## src/hdl/lcs_pkg.sv

```systemverilog
// Package with the shared types and codes of the longest common substring block.
`default_nettype none

package lcs_pkg;

    localparam int OP_W  = 2;
    localparam int CH_W  = 8;
    localparam int RUN_W = 7;

    localparam logic [OP_W-1:0] OP_APPEND = 2'd0;
    localparam logic [OP_W-1:0] OP_SECOND = 2'd1;
    localparam logic [OP_W-1:0] OP_END    = 2'd2;

    // Run lengths and the best length saturate at the top of the result field.
    localparam logic [RUN_W-1:0] LEN_CAP = 7'd127;

    typedef struct packed {
        logic append;
        logic start;
        logic finish;
        logic load_out;
    } lcs_cmd_t;

    typedef struct packed {
        logic sweep_done;
        logic row_empty;
        logic out_free;
    } lcs_status_t;

endpackage

`default_nettype wire

```

## src/hdl/lcs_ctrl.sv

```systemverilog
// Controller state machine that sequences appends, sweeps and result hand-off.
`default_nettype none

module lcs_ctrl
    import lcs_pkg::*;
(
    input  wire logic              clk,
    input  wire logic              rst_n,
    input  wire logic              in_valid,
    input  wire logic [OP_W-1:0]   in_op,
    output logic                   ready,
    output lcs_cmd_t               cmd,
    input  wire lcs_status_t       status
);

    typedef enum logic [1:0] {
        ST_IDLE,
        ST_SWEEP,
        ST_EMIT
    } state_t;

    state_t state_reg;
    state_t state_next;
    logic   accept;

    assign ready  = (state_reg == ST_IDLE);
    assign accept = in_valid && ready;

    always_comb
    begin
        cmd        = '0;
        state_next = state_reg;
        case (state_reg)
            ST_IDLE:
            begin
                if (accept)
                begin
                    case (in_op)
                        OP_APPEND:
                        begin
                            cmd.append = 1'b1;
                        end
                        OP_SECOND:
                        begin
                            // An empty first string leaves everything unchanged.
                            if (!status.row_empty)
                            begin
                                cmd.start  = 1'b1;
                                state_next = ST_SWEEP;
                            end
                        end
                        OP_END:
                        begin
                            cmd.finish = 1'b1;
                            state_next = ST_EMIT;
                        end
                        default:
                        begin
                            state_next = ST_IDLE;
                        end
                    endcase
                end
            end
            ST_SWEEP:
            begin
                if (status.sweep_done)
                begin
                    state_next = ST_IDLE;
                end
            end
            ST_EMIT:
            begin
                if (status.out_free)
                begin
                    cmd.load_out = 1'b1;
                    state_next   = ST_IDLE;
                end
            end
            default:
            begin
                state_next = ST_IDLE;
            end
        endcase
    end

    always_ff @(posedge clk or negedge rst_n)
    begin
        if (!rst_n)
        begin
            state_reg <= ST_IDLE;
        end
        else
        begin
            state_reg <= state_next;
        end
    end

endmodule

`default_nettype wire

```

## src/hdl/lcs_dp.sv

```systemverilog
// Datapath with the string and run memories, the sweep pipeline and the result register.
`default_nettype none

module lcs_dp
    import lcs_pkg::*;
#(
    parameter int MAX_LEN = 64
)
(
    input  wire logic              clk,
    input  wire logic              rst_n,
    input  wire lcs_cmd_t          cmd,
    output lcs_status_t            status,
    input  wire logic [CH_W-1:0]   ch,
    output logic                   out_valid,
    input  wire logic              out_ready,
    output logic [RUN_W:0]         out_data
);

    localparam int IW = (MAX_LEN > 1) ? $clog2(MAX_LEN) : 1;
    localparam int LW = $clog2(MAX_LEN + 1);

    logic [CH_W-1:0]  fs_mem [MAX_LEN];
    logic [RUN_W-1:0] rr_mem [MAX_LEN];

    logic [LW-1:0]    first_len_reg;
    logic [RUN_W-1:0] best_reg;
    logic             ovf_reg;
    logic             row_clean_reg;
    logic             issue_reg;
    logic [IW-1:0]    rd_idx_reg;
    logic             p_valid_reg;
    logic [IW-1:0]    p_idx_reg;
    logic [CH_W-1:0]  ch_reg;
    logic [RUN_W-1:0] prev_old_reg;
    logic [CH_W-1:0]  fs_q_reg;
    logic [RUN_W-1:0] rr_q_reg;
    logic [RUN_W-1:0] res_len_reg;
    logic             res_ovf_reg;
    logic             out_valid_reg;
    logic [RUN_W:0]   out_data_reg;

    logic             full;
    logic [LW-1:0]    len_m1;
    logic [IW-1:0]    last_idx;
    logic [RUN_W-1:0] old_run;
    logic [RUN_W-1:0] run_inc;
    logic [RUN_W-1:0] run_next;

    assign full     = (first_len_reg == LW'(MAX_LEN));
    assign len_m1   = first_len_reg - LW'(1);
    assign last_idx = len_m1[IW-1:0];

    // Right after a clear the run row reads as zeros until one sweep rewrites it.
    assign old_run  = row_clean_reg ? '0 : rr_q_reg;
    assign run_inc  = (prev_old_reg == LEN_CAP) ? LEN_CAP : prev_old_reg + RUN_W'(1);
    assign run_next = (fs_q_reg == ch_reg) ? run_inc : '0;

    assign status.sweep_done = p_valid_reg && (p_idx_reg == last_idx);
    assign status.row_empty  = (first_len_reg == '0);
    assign status.out_free   = !out_valid_reg || out_ready;

    assign out_valid = out_valid_reg;
    assign out_data  = out_data_reg;

    always_ff @(posedge clk)
    begin
        if (cmd.append && !full)
        begin
            fs_mem[first_len_reg[IW-1:0]] <= ch;
        end
        if (issue_reg)
        begin
            fs_q_reg <= fs_mem[rd_idx_reg];
            rr_q_reg <= rr_mem[rd_idx_reg];
        end
        if (p_valid_reg)
        begin
            rr_mem[p_idx_reg] <= run_next;
        end
    end

    always_ff @(posedge clk or negedge rst_n)
    begin
        if (!rst_n)
        begin
            first_len_reg <= '0;
            best_reg      <= '0;
            ovf_reg       <= 1'b0;
            row_clean_reg <= 1'b1;
            issue_reg     <= 1'b0;
            rd_idx_reg    <= '0;
            p_valid_reg   <= 1'b0;
            p_idx_reg     <= '0;
            ch_reg        <= '0;
            prev_old_reg  <= '0;
            res_len_reg   <= '0;
            res_ovf_reg   <= 1'b0;
            out_valid_reg <= 1'b0;
            out_data_reg  <= '0;
        end
        else
        begin
            if (cmd.append)
            begin
                if (!full)
                begin
                    first_len_reg <= first_len_reg + LW'(1);
                end
                else
                begin
                    ovf_reg <= 1'b1;
                end
                best_reg      <= '0;
                row_clean_reg <= 1'b1;
            end

            if (cmd.start)
            begin
                ch_reg       <= ch;
                rd_idx_reg   <= '0;
                issue_reg    <= 1'b1;
                prev_old_reg <= '0;
            end
            else if (issue_reg)
            begin
                if (rd_idx_reg == last_idx)
                begin
                    issue_reg <= 1'b0;
                end
                else
                begin
                    rd_idx_reg <= rd_idx_reg + IW'(1);
                end
            end

            p_valid_reg <= issue_reg;
            p_idx_reg   <= rd_idx_reg;

            if (p_valid_reg)
            begin
                prev_old_reg <= old_run;
                if (run_next > best_reg)
                begin
                    best_reg <= run_next;
                end
                if (p_idx_reg == last_idx)
                begin
                    row_clean_reg <= 1'b0;
                end
            end

            if (cmd.finish)
            begin
                res_len_reg   <= best_reg;
                res_ovf_reg   <= ovf_reg;
                best_reg      <= '0;
                first_len_reg <= '0;
                ovf_reg       <= 1'b0;
                row_clean_reg <= 1'b1;
            end

            if (cmd.load_out)
            begin
                out_valid_reg <= 1'b1;
                out_data_reg  <= {res_ovf_reg, res_len_reg};
            end
            else if (out_ready)
            begin
                out_valid_reg <= 1'b0;
            end
        end
    end

endmodule

`default_nettype wire

```

## src/hdl/longest_common_substring_length.sv

```systemverilog
// Top level of the longest common substring length block.
//
// Input beats arrive on the s_axis channel: tuser carries the operation and tdata the byte.
// Operation append adds a byte to the first string and forgets any runs so far; a byte
// past MAX_LEN is dropped and raises the overflow flag. Operation second-string sweeps the
// stored first string once, one position per cycle, through a pipelined read of the string
// and run memories, and holds the input off until the sweep is done. Append, and a
// second-string byte against an empty first string, do not stall the input.
// Operation end-of-pair latches the best length and overflow, clears the pair, and then
// waits until the output register is free, loads the result into it and raises m_axis
// tvalid; the input stalls meanwhile. The unused operation code is taken and ignored.
// The result sits in an output register, so new input beats are taken while it waits; only
// after a second end-of-pair beat does the input stall until the earlier result is taken.
// Reset clears the lengths, the flags and the output; no memory clearing pass is needed.
`default_nettype none

module longest_common_substring_length
    import lcs_pkg::*;
#(
    parameter int MAX_LEN = 64
)
(
    input  wire logic              clk,
    input  wire logic              rst_n,
    input  wire logic              s_axis_tvalid,
    output logic                   s_axis_tready,
    input  wire logic [7:0]        s_axis_tdata,   // [7:0] ch
    input  wire logic [1:0]        s_axis_tuser,   // [1:0] op
    output logic                   m_axis_tvalid,
    input  wire logic              m_axis_tready,
    output logic [7:0]             m_axis_tdata    // [6:0] length, [7] overflow
);

    lcs_cmd_t    cmd;
    lcs_status_t status;

    lcs_ctrl u_ctrl (
        .clk      (clk),
        .rst_n    (rst_n),
        .in_valid (s_axis_tvalid),
        .in_op    (s_axis_tuser),
        .ready    (s_axis_tready),
        .cmd      (cmd),
        .status   (status)
    );

    lcs_dp #(
        .MAX_LEN (MAX_LEN)
    ) u_dp (
        .clk       (clk),
        .rst_n     (rst_n),
        .cmd       (cmd),
        .status    (status),
        .ch        (s_axis_tdata),
        .out_valid (m_axis_tvalid),
        .out_ready (m_axis_tready),
        .out_data  (m_axis_tdata)
    );

endmodule

`default_nettype wire

```

## config.mk

```make
export PLATFORM = sky130hd
export DESIGN_NAME = longest_common_substring_length
export DESIGN_NICKNAME = d
export VERILOG_FILES = /design/src/hdl/lcs_pkg.sv /design/src/hdl/lcs_ctrl.sv /design/src/hdl/lcs_dp.sv /design/src/hdl/longest_common_substring_length.sv
export SDC_FILE = /design/constraint.sdc
export NUM_CORES = 1
export LEC_CHECK = 0
export BUFFER_PORTS_ARGS = -buffer_cell sky130_fd_sc_hd__clkbuf_2
export CORE_ASPECT_RATIO = 1.4
export CORE_MARGIN = 8
export CORE_UTILIZATION = 45
export CTS_CLUSTER_DIAMETER = 150
export CTS_CLUSTER_SIZE = 25
export DETAILED_ROUTE_END_ITERATION = 7
export PLACE_DENSITY = 0.66
export SLEW_MARGIN = 20
export SYNTH_ARGS = -nofsm -noshare
export SYNTH_HDL_FRONTEND = slang
export SYNTH_SLANG_ARGS = --single-unit
export TNS_END_PERCENT = 20
```

## constraint.sdc

```tcl
create_clock -name clk -period 10.2 [get_ports clk]
set_clock_uncertainty 0.2 [all_clocks]
set_input_delay 1.53 -clock clk [delete_from_list [all_inputs] [get_ports clk]]
set_output_delay 1.53 -clock clk [all_outputs]
set_load 0.005 [all_outputs]
```

==> metrics.md <==
| Metric | Value |
|---|---|
| Hold slack | about 300 ps |
| CTS Sinks | approximately 1000 |
| Final Wtd Congestion | about 0.85 |
| Relative slew slack | between 20% and 30% |
| Setup TNS | 0 ps |
| Top post-synthesis cells by area | edfxtp_1, mux4_2, dfrtp_1 |
| Worst-Skew Late Latency | roughly 650 ps |
| Hold_buf cts | 0 |
| Crit end category | flip-flop |
| Area share of fa/ha/maj cells after synthesis | less than 1% |
| Post-synthesis simple-gate area fraction | 3.518% |
| Worst-path maximum fanout | 12 |
| GRT Util Overall | between 10% and 20% |
| Largest net degree at the start of global routing | between 100 and 150 |
| Core Region | 90640 sq um |
| DP Wirelength | roughly 56 mm |
| Post-synth top area share | 71.64% |
| Status | finished clean |
| Syn Inst Count | 1894 |
| Post-Synth XOR/XNOR Area | less than 1% |
| Total power | 10.09 mW |
| Mapped Nets | around 1900 |
| Via count | ~18000 |
| Max IR drop VDD | ~0.18 mV |
| P_leak | about 14 nW |
| HP Class | flip-flop to flip-flop |
| Mux contribution to synthesized area | between 15 and 20% |
| First-pass GRT wire length | approximately 130 mm |
| Max-cap violation count | 0 |
| Max Clk Rate | around 220 MHz |
| Final Non-Filler Cells | roughly 3100 |
| Vias in the first global route | between 15000 and 20000 |
| Synth cell types | 53 |
| Initial antenna violation count | 2 |
| P per Cell Area | between 200 and 250 nW/um^2 |
| Sequential share of the synthesized area | between 70% and 80% |
| Setup Buffers After CTS | 0 |
| Critical path cell sequence | clkbuf_2 > nand3b_1 > nor2_1 > nand4_1 > inv_1 > nand2_1 > nor3_1 |
| Critical path type | input pin to flip-flop |
| Mean Syn Cell Area | approximately 22 sq um |
| Period utilization | roughly 44% |
| Die area | approximately 100000 sq um |
| Starting Density | a little under half |
| Max FFs per register | between 500 and 600 |
| Synth Cell Area | between 40000 and 50000 sq um |
| CTS Buf Count | 47 |
| Clk slew on worst S/H paths | 90 ps |
| H-tree depth | 2 |
| DR pass1 iterations | 5 |
| CP Launch Type | input pin |
| Finished Core Util | just under 50% |
| CTS tree | done |
| YS warnings | 0 |
| Routed len/inst | between 20 and 30 um |
| CTS resizes | 0 |
| # setup viols final | 0 |
| Synth-to-Final Area Change | 6.919% |
| Share of cells above drive strength 1 | between 20% and 30% |
| Final slew viol count | 0 |
| CP max stage delay | 790 ps |
| CP required | ~10000 ps |
| Most frequent cell after synthesis | edfxtp_1 |
| CTS Root Cell | clkbuf_16 |
| Fin. Hold Viols | 0 |
| Antenna viol nets, final | 0 |
| Post-synthesis compound-gate area fraction | less than 1% |
| Max Buffers Root-to-Sink | 3 |
| Minimum clock period | approximately 4500 ps |
| Port buffer count | 23 |
| Worst-Margin Slew | about 1100 ps |
| Critical-path top delay cell | nor3_1 |
| # IOs | 24 |
| CP arrival | approximately 4600 ps |
| Std cell rows | 131 |
| Cell accounting for the most synthesized area | edfxtp_1 |
| Placed cells | between 3000 and 4000 |
| Ys flop type | edfxtp_1 |
| Vias per cell | 5.804 |
| Async S/R FF share, synth | under 10% |
| Die Wd | ~270 um |
| RSZ-0062 raised after global routing | no |
| Initial DRC Count | about 1800 |
| EDFF count, synth | slightly below 1000 |
| Synth cell count leaders | edfxtp_1, mux4_2, nor2_1 |
| DRC viols | 0 |
| Nets@finish | around 1900 |
| Synth Register Bits | around 1000 |
| Routed WL | a little under 90 mm |
| Largest family of logic cells by synthesized area | multiplexers |
| Grt ovf | 0 |
| DIE HEIGHT | ~370 um |
cell usage in the layout, fill, tap and decap left out, types with 3 or more instances in the layout:
cell type and count:
a21oi_1 6, a31oi_1 3, and3_1 3, buf_4 25
clkbuf_1 37, clkbuf_16 48, clkbuf_2 22, dfrtp_1 58
dfrtp_4 3, edfxtp_1 975, ha_1 9, inv_1 11
mux2_2 9, mux2i_1 9, mux4_2 315, nand2_1 93
nand2b_1 8, nand3_1 18, nand3b_1 5, nand4_1 9
nor2_1 136, nor2b_1 8, nor3_1 5, nor3_2 11
o21ai_0 16, or3_1 13, xnor2_1 22, xor2_1 11
stage by stage:
stage	setup WS (ps)	area, sq um
global placement	5177	42230
global route	5431	43690
floorplan	5557	40870
detailed placement	5071	42240
finish	5707	43700
CTS	5774	43630
layer usage:
layer,wire length (um),global-route usage [%]
met1,32080,20.44
met3,4638,2.394
met4,3328,6.195
met5,0,0
met2,47430,32.02
worst max-delay path, delay by kind of cell:
kind	cells	cell delay, ps
AND/OR/NAND/NOR	5	2610
buffers and inverters	2	410
cells by family after synthesis:
kind of cell / after synthesis
and+or+nand+nor: 324
xor gates and xnor gates: 34
AOI/OAI and AO/OA: 38
muxes: 333
buffers and inverters: 117
adders and majority gates: 9
DFF: 1039
final cells by class:
type	instances	area, sq um
fill	7165	46950
sequential	1039	30890
multi-input combinational	738	9509
tap	1197	1498
clock buffer	85	1340
timing repair buffer	51	361.6
inverter	13	48.80
clock inverter	3	41.29
antenna	1	2.502
power by group:
part	leakage [nW]	internal, mW	switching (mW)
Clock	0.654	0.906	1.24
Sequential	10.2	4.83	0.284
Combinational	3.07	1.36	1.47
path summary, 6_finish.rpt:
path / startpoint / end / slack (ps) / depth (start not counted)
worst max-delay path: s_axis_tvalid / u_dp.fs_mem[39][7]$_DFFE_PP_ / 5710 / 7
worst min-delay path: u_dp.res_len_reg[3]$_DFFE_PN0P_ / u_dp.res_len_reg[3]$_DFFE_PN0P_ / 290 / 2
worst max register to register: u_ctrl.state_reg[1]$_DFFE_PN0P_ / u_dp.fs_mem[39][7]$_DFFE_PP_ / 6020 / 7
worst min register to register: u_dp.res_len_reg[3]$_DFFE_PN0P_ / u_dp.res_len_reg[3]$_DFFE_PN0P_ / 290 / 2
max in group asynchronous: rst_n / u_dp.rd_idx_reg[0]$_DFFE_PN0P_ / 8250 / 2
min in group asynchronous: rst_n / u_dp.res_len_reg[2]$_DFFE_PN0P_ / 890 / 2
(Power assumes the default switching activity.)
